--- src/design/gps_pkg.sv ---
// Shared types, constants and fixed-point helpers of the Gaussian elimination solver.
package gps_pkg;

  localparam int DATA_WIDTH = 32;
  localparam int FRAC_BITS  = 16;
  localparam int MAX_ORDER  = 8;
  localparam int WIDE_WIDTH = DATA_WIDTH + FRAC_BITS;
  localparam int ADDR_WIDTH = 7;

  localparam logic [1:0] FUNC_LOAD_A = 2'd0;
  localparam logic [1:0] FUNC_LOAD_B = 2'd1;
  localparam logic [1:0] FUNC_SOLVE  = 2'd2;

  localparam logic REG_SIZE   = 1'b0;
  localparam logic REG_THRESH = 1'b1;

  localparam logic [3:0] RHS_COL = 4'd8;

  localparam logic signed [DATA_WIDTH-1:0] WORD_MAX = {1'b0, {(DATA_WIDTH-1){1'b1}}};
  localparam logic signed [DATA_WIDTH-1:0] WORD_MIN = {1'b1, {(DATA_WIDTH-1){1'b0}}};

  typedef struct packed {
    logic [1:0]                   func;
    logic [2:0]                   row;
    logic [2:0]                   col;
    logic signed [DATA_WIDTH-1:0] value;
  } in_item_t;

  typedef struct packed {
    logic signed [DATA_WIDTH-1:0] solution;
    logic [2:0]                   index;
    logic                         status;
    logic                         last;
  } out_item_t;

  typedef enum logic {
    OP_MULSUB,
    OP_DIV
  } alu_op_t;

  typedef struct packed {
    logic    start;
    alu_op_t op;
  } alu_req_t;

  function automatic logic [DATA_WIDTH-1:0] mag_of(input logic signed [DATA_WIDTH-1:0] v);
    logic [DATA_WIDTH-1:0] u;
    u = v;
    return v[DATA_WIDTH-1] ? (~u + 1'b1) : u;
  endfunction

  function automatic logic signed [DATA_WIDTH-1:0] sat_mag(input logic [WIDE_WIDTH-1:0] m,
                                                           input logic neg);
    logic [WIDE_WIDTH-1:0] lim;
    logic [WIDE_WIDTH-1:0] c;
    logic [DATA_WIDTH-1:0] w;
    lim = neg ? {{(WIDE_WIDTH-DATA_WIDTH){1'b0}}, WORD_MIN}
              : {{(WIDE_WIDTH-DATA_WIDTH){1'b0}}, WORD_MAX};
    c = (m > lim) ? lim : m;
    w = c[DATA_WIDTH-1:0];
    return neg ? (~w + 1'b1) : w;
  endfunction

  function automatic logic signed [DATA_WIDTH-1:0] sub_sat(input logic signed [DATA_WIDTH-1:0] a,
                                                           input logic signed [DATA_WIDTH-1:0] b);
    logic signed [DATA_WIDTH:0] d;
    d = {a[DATA_WIDTH-1], a} - {b[DATA_WIDTH-1], b};
    if (d[DATA_WIDTH] != d[DATA_WIDTH-1]) begin
      return d[DATA_WIDTH] ? WORD_MIN : WORD_MAX;
    end
    return d[DATA_WIDTH-1:0];
  endfunction

endpackage

--- src/design/gps_alu.sv ---
// Shared multi-cycle fixed-point unit: saturating multiply-subtract and division.
module gps_alu (
  input  logic                                  clk,
  input  logic                                  rst_n,
  input  gps_pkg::alu_req_t                     req,
  input  logic signed [gps_pkg::DATA_WIDTH-1:0] a,
  input  logic signed [gps_pkg::DATA_WIDTH-1:0] x,
  input  logic signed [gps_pkg::DATA_WIDTH-1:0] y,
  output logic                                  done,
  output logic signed [gps_pkg::DATA_WIDTH-1:0] res
);
  import gps_pkg::*;

  typedef enum logic [2:0] {
    A_IDLE, A_MUL, A_MSAT, A_MSUB, A_DIV, A_DFIN
  } alu_state_t;

  alu_state_t                    state_r;
  logic                          done_r;
  logic signed [DATA_WIDTH-1:0]  res_r;
  logic signed [DATA_WIDTH-1:0]  a_r;
  logic [DATA_WIDTH-1:0]         xm_r;
  logic [DATA_WIDTH-1:0]         ym_r;
  logic                          mneg_r;
  logic                          dneg_r;
  logic [2*DATA_WIDTH-1:0]       prod_r;
  logic signed [DATA_WIDTH-1:0]  p_r;
  logic [WIDE_WIDTH-1:0]         num_r;
  logic [WIDE_WIDTH-1:0]         q_r;
  logic [DATA_WIDTH-1:0]         rem_r;
  logic [5:0]                    cnt_r;
  logic [DATA_WIDTH:0]           rem_nxt;
  logic [DATA_WIDTH-1:0]         am;
  logic [DATA_WIDTH-1:0]         ymag;

  assign am      = mag_of(a);
  assign ymag    = mag_of(y);
  assign rem_nxt = {rem_r, num_r[WIDE_WIDTH-1]};
  assign done    = done_r;
  assign res     = res_r;

  always_ff @(posedge clk) begin
    if (!rst_n) begin
      state_r <= A_IDLE;
      done_r  <= 1'b0;
    end else begin
      done_r <= 1'b0;
      unique case (state_r)
        A_IDLE: begin
          if (req.start) begin
            a_r    <= a;
            xm_r   <= mag_of(x);
            ym_r   <= ymag;
            mneg_r <= x[DATA_WIDTH-1] ^ y[DATA_WIDTH-1];
            dneg_r <= a[DATA_WIDTH-1] ^ y[DATA_WIDTH-1];
            if (req.op == OP_MULSUB) begin
              state_r <= A_MUL;
            end else if (ymag == '0) begin
              res_r  <= (am == '0) ? '0 : (a[DATA_WIDTH-1] ? WORD_MIN : WORD_MAX);
              done_r <= 1'b1;
            end else begin
              num_r   <= {am, {FRAC_BITS{1'b0}}};
              rem_r   <= '0;
              q_r     <= '0;
              cnt_r   <= 6'(WIDE_WIDTH - 1);
              state_r <= A_DIV;
            end
          end
        end
        A_MUL: begin
          prod_r  <= xm_r * ym_r;
          state_r <= A_MSAT;
        end
        A_MSAT: begin
          p_r     <= sat_mag(prod_r[2*DATA_WIDTH-1:FRAC_BITS], mneg_r);
          state_r <= A_MSUB;
        end
        A_MSUB: begin
          res_r   <= sub_sat(a_r, p_r);
          done_r  <= 1'b1;
          state_r <= A_IDLE;
        end
        A_DIV: begin
          if (rem_nxt >= {1'b0, ym_r}) begin
            rem_r <= DATA_WIDTH'(rem_nxt - {1'b0, ym_r});
            q_r   <= {q_r[WIDE_WIDTH-2:0], 1'b1};
          end else begin
            rem_r <= rem_nxt[DATA_WIDTH-1:0];
            q_r   <= {q_r[WIDE_WIDTH-2:0], 1'b0};
          end
          num_r <= {num_r[WIDE_WIDTH-2:0], 1'b0};
          cnt_r <= cnt_r - 1'b1;
          if (cnt_r == '0) begin
            state_r <= A_DFIN;
          end
        end
        A_DFIN: begin
          res_r   <= sat_mag(q_r, dneg_r);
          done_r  <= 1'b1;
          state_r <= A_IDLE;
        end
        default: state_r <= A_IDLE;
      endcase
    end
  end

endmodule

--- config.mk ---
export PLATFORM = sky130hd
export DESIGN_NAME = gps_alu
export DESIGN_NICKNAME = d
export VERILOG_FILES = /design/src/design/gps_pkg.sv /design/src/design/gps_alu.sv
export SDC_FILE = /design/constraint.sdc
export NUM_CORES = 2
export LEC_CHECK = 0
export ABC_AREA = 1
export ABC_CLOCK_PERIOD_IN_PS = 29500
export BUFFER_PORTS_ARGS = -buffer_cell sky130_fd_sc_hd__buf_4
export CAP_MARGIN = 20
export CORE_MARGIN = 5
export CORE_UTILIZATION = 35
export DETAILED_ROUTE_END_ITERATION = 8
export MAX_ROUTING_LAYER = met4
export PLACE_DENSITY = 0.61
export RECOVER_POWER = 25
export SLEW_MARGIN = 40
export SYNTH_ARGS = -nofsm -noshare
export SYNTH_HDL_FRONTEND = slang
export SYNTH_SLANG_ARGS = --single-unit
--- constraint.sdc ---
create_clock -name clk -period 29.5 [get_ports clk]
set_input_delay 5.9 -clock clk [delete_from_list [all_inputs] [get_ports clk]]
set_output_delay 5.9 -clock clk [all_outputs]
set_load 0.01 [all_outputs]
* Word level (Yosys, flattened, before mapping)
Cells that the tools add are included.
** Word-level totals
- Flip-flop bits (word level) :: 364
- Input bits :: 100
- Output and inout bits :: 33
- Word-level logic and storage cells :: 107
** Cells by class
- $add $sub $neg :: 8
- Multipliers :: 1
- Magnitude comparators :: 3
- Equality and inequality tests :: 12
- Muxes and demuxes :: 48
- Bitwise gates (word level) :: 7
- Reduce and logical (&&, ||, !) cells :: 13
** Operator list (count)
- $mux 32 :: 20
- $mux 48 :: 6
- $pmux 48 s2 :: 2
- $add 32x1->32 const B :: 5
- $not 32->32 :: 5
- $gt 48x32->1 :: 2
- $pmux 32 s3 :: 1
- $logic_not 32->1 :: 2
- $mul 32x32->64 :: 1
- $pmux 32 s2 :: 1
- $ge 33x32->1 :: 1
- $sub 32x32->33 :: 1
- $sub 32x32->32 :: 1
- $mux 31 :: 1
- $mux 6 :: 3
- $mux 3 :: 4
- $pmux 3 s4 :: 1
- $pmux 6 s2 :: 1
- $ne 2x2->1 const B :: 5
- $reduce_and 5->1 :: 2
- $mux 1 :: 7
- $eq 3x2->1 const B :: 2
- $eq 3x3->1 const B :: 2
- $logic_not 6->1 :: 1
- 12 further kinds :: 15

* Longest topological paths before layout
- Word-level depth :: 9
- Gate-level depth with buffers :: 33

* Worst setup path before layout
No wires, ideal clock.
- Path kind :: input port to flip-flop
- Start point :: in rst_n
- End point :: reg a_r[0] (enable)
- Data arrival time :: 12640 ps
- Setup slack :: 16184 ps
- Stages :: 2
- Buffers on the path :: 0
- Cells stage by stage :: inv_1 > nor3_1
** On the way
- Cells in the longest elaborated chain, start to end :: 1
** Ends and longest elaborated chain
- start: declaration :: RTL line gps_alu.sv:4 : input logic rst_n,
- $reduce_and 3->1 (no source line)
- end signal: assignment :: RTL line gps_alu.sv:51 : a_r <= a;
- end: declaration :: RTL line gps_alu.sv:21 : logic signed [DATA_WIDTH-1:0] a_r;
Every way passes these cells.
A chain may end at the register's enable or synchronous reset.

* Worst setup path in the final report
- Start point :: in y[31] in the netlist's numbering
- End point :: reg q_r[5] (enable)
** On the way
- Elaborated cells between the ends (all ways) :: 6
- Those cells by class :: add/sub (1); eq/ne (1); mux (1); bitwise (1); reduce/logical (2)
** RTL lines
- start: declaration :: RTL line gps_alu.sv:8 : input logic signed [gps_pkg::DATA_WIDTH-1:0] y,
- $mux 32 :: RTL line gps_pkg.sv:49 : return v[DATA_WIDTH-1] ? (~u + 1'b1) : u;
- net ymag[10] :: RTL line gps_alu.sv:34 : logic [DATA_WIDTH-1:0] ymag;
- $logic_not 32->1 :: RTL line gps_alu.sv:58 : end else if (ymag == '0) begin
- $ne 2x2->1 (no source line)
- $reduce_and 5->1 (no source line)
- end signal: assignment :: RTL line gps_alu.sv:86 : q_r <= {q_r[WIDE_WIDTH-2:0], 1'b1};
- end signal: assignment :: RTL line gps_alu.sv:89 : q_r <= {q_r[WIDE_WIDTH-2:0], 1'b0};
- end: declaration :: RTL line gps_alu.sv:29 : logic [WIDE_WIDTH-1:0] q_r;
The timed path passes the listed nets, and every way through them passes these cells.

==> summary.md <==
| Metric | Value |
|---|---|
| Status | finished with violations |
| Failing checks | max-capacitance violations, max-slew violations |
| Post-DR vias/cell | 4.830 |
| Overflow after GRT | 0 |
| TritonCTS Buffers | 42 |
| Syn Inst Count | 7,183 |
| Die height | 413.1 um |
| Final setup fails | 0 |
| Count of cells resized by post-cts repair | 0 |
| TritonCTS clock tree | built |
| CP cell instances | clkbuf_1 > inv_1 > a21oi_1 > xor2_1 > nor2_1 > nand4_1 > nor2_1 > nand4_1 > nand4_1 > inv_6 > buf_4 |
| Hold Crit Depth | 2 |
| Seq cells post-synth | 332 |
| Worst-Skew Late Latency | 0.63 ns |
| Reg2reg path depth | 26 |
| Post-synth top area cell | fa_1 |
| Setup_tns | 0 ns |
| Worst-Margin Slew | 3.844 ns |
| CP startpoint kind | input port |
| Critical path's most frequent cell | nand4_1 |
| Synth top area share | 31.57% |
| Post-synth EDFFs | 328 |
| MaxCap Viol Count | 8 |
| Pin count of the biggest net entering global routing | 82 |
| Pre-CTS worst setup slack | 19.11 ns |
| Unrepaired setup endpoints after global routing | no |
| Net count of the mapped netlist | 8,575 |
| DRT Pass-1 Iters | 5 |
| Port Buf Inserts | 132 |
| Fill count | 16,860 |
| Clock transition at path regs | 0.06 ns |
| CP max stage delay | 1.14 ns |
| First-pass GRT wire length | 266,900 um |
| Final slew viol count | 426 |
| Vias in the first global route | 47,800 |
| Htree depth | 2 |
| Crit path arrival time | 10.63 ns |
| Postcts setup bufs | 0 |
| DR iter-0 viols | 3,096 |
| Worst-path maximum fanout | 66 |
| Most used DFF post-synth | edfxtp_1 |
| Crit path depth | 11 |
| Residual DRC | 0 |
| FP Rows | 148 |
| Hold WC Path Type | reg2reg |
| WS Path Type | in2reg |
| DP HPWL | 129,700 um |
| Sequential fraction of the synthesis area | 17.46% |
| WP buf/inv | 4 |
| Period utilisation layout | 35.21% |
| Synth async-reset ratio | 0% |
| Hold_buf cts | 0 |
| Core footprint | 162,200 sq um |
| Initial Util | 35.06% |
| Area of the multi-input gates | 38,440 sq um |
| Period minus WS final | 10.39 ns |
| Vias post-DR | 45,210 |
| Max clock buf depth | 3 |
| Mapped Avg Cell Area | 7.918 sq um |
| Die Wd | 413.1 um |
| Post-route antenna net violation count | 0 |
| Max frequency | 96.27 MHz |
| Setup crit end kind | flip-flop |
| Placer Congestion | 0.9275 |
| Post-synthesis cell area | 56,870 sq um |
| Final clock skew | 0.02104 ns |
| Netlist cell types | 66 |
| CP required | 29.74 ns |
| CTS sink count | 332 |
| Antenna violations before repair | 5 |
| Reg area | 9930 sq um |
| Total Wirelength | 166,300 um |
| Final hold vios | 0 |
| Final-stage net count | 8,540 |
| DIE AREA | 170,700 sq um |
| Min Hold Slack | 0.5102 ns |
| Synth top area cells | fa_1 32%, edfxtp_1 17%, inv_1 13%, nand2_1 11%, ha_1 8.7% |
| CP max stage cell | clkbuf_1 |
| Final worst slack | 19.11 ns |
| Top Family by Delay on Critical Path | buffers and inverters |
| # IOs | 133 |
| P&R area growth vs syn | 7.493% |
| WL/cell | 17.77 um |
| Synth warnings | 0 |
| Share of cells above drive strength 1 | 4.652% |
| Headroom to the max-slew limit | -156.2% |
| GRT Resource Usage Total | 20.37% |
| Root Driver | clkbuf_16 |
-- path summary, 6_finish.rpt --
path                  start         end  slack [ns]
setup / recovery      y[31]      q_r[5]       19.11
hold / removal    num_r[25]   num_r[26]        0.51
setup reg to reg   ym_r[13]  prod_r[61]       20.02
hold reg to reg   num_r[25]   num_r[26]        0.51
-- through the flow --
step	utilization (%)	area [sq um]	instances
3_3_place_gp	37.01	60040	9279
6_report	37.69	61130	9359
4_1_cts	37.84	61380	9355
3_5_place_dp	37.02	60050	9279
2_1_floorplan	-	56870	7183
5_1_grt	37.69	61130	9359
-- routing by layer --
layer	up-vias	part of all wire [%]	track usage (%)
li1	21270	-	-
met1	22260	43	26.32
met2	1381	48	33.69
met3	299	6.1	2.572
met4	0	3.4	5.976
met5	-	0	-
-- synth_stat cells (24+ instances only) --
cell and n:
inv_1 1916, nand2_1 1685, fa_1 897, nor2_1 443
ha_1 395, edfxtp_1 328, clkbuf_1 249, a21oi_1 238
nand3_1 192, o21ai_0 187, xor2_1 110, xnor2_1 85
nand4_1 52, a31oi_1 47, nor3_1 35, nand2_2 31
o211ai_1 24
-- cell families after synthesis --
group / share of synthesized area, %
DFF: 17.46
adders and majority gates: 40.26
and+or+nand+nor: 18.49
buffers and inverters: 14.85
xor gates and xnor gates: 3.003
AOI/OAI and AO/OA: 5.938
-- layout by cell type, fill, tap and decap left out, types with 6 or more instances in the layout --
cell	count
a21o_1	8
a21oi_1	237
a221oi_1	6
a31oi_1	47
buf_4	168
clkbuf_1	48
clkbuf_16	42
clkinv_1	12
clkinv_2	6
edfxtp_1	328
fa_1	897
ha_1	395
inv_1	1915
inv_2	15
inv_6	6
nand2_1	1692
nand2_2	26
nand2_4	11
nand3_1	193
nand3_2	6
nand3b_1	17
nand4_1	52
nor2_1	447
nor2_2	12
nor2_4	6
nor3_1	35
nor4_1	22
o211ai_1	24
o21a_1	19
o21ai_0	189
o21ai_1	16
o21bai_1	13
xnor2_1	85
xor2_1	110
-- sequential cells by signal, indices dropped and copies added (netlist names) --
| register | cells |
|---|---|
| res | 32 |
| state_r | 3 |
| ym_r | 32 |
| cnt_r | 6 |
| num_r | 32 |
| prod_r | 48 |
| dneg_r | 1 |
| q_r | 48 |
| rem_r | 32 |
| xm_r | 32 |
| done | 1 |
| mneg_r | 1 |
| a_r | 32 |
| p_r | 32 |
-- area by class of cell --
type                    instances  area share [%]
well taps                    2175           4.451
diodes                          4         0.01637
clock inverters                28          0.4216
clock buffers                  48           1.756
flip-flops and latches        332           16.24
inverters                    1935           11.89
repair buffers                211           2.339
multi-input cells            4626           62.88
-- worst reg2reg max path: cells and delay by family, from the launching register on --
kind | cells | cell delay, ns
flops | 1 | 0.33
compound gates | 8 | 2.11
simple gates | 3 | 0.34
buf+inv | 6 | 2.21
fa+ha+maj | 9 | 4.25
Power is left out: the tool's default activity adds up to more than one toggle a clock period on the data nets, which glitch-free logic cannot reach.
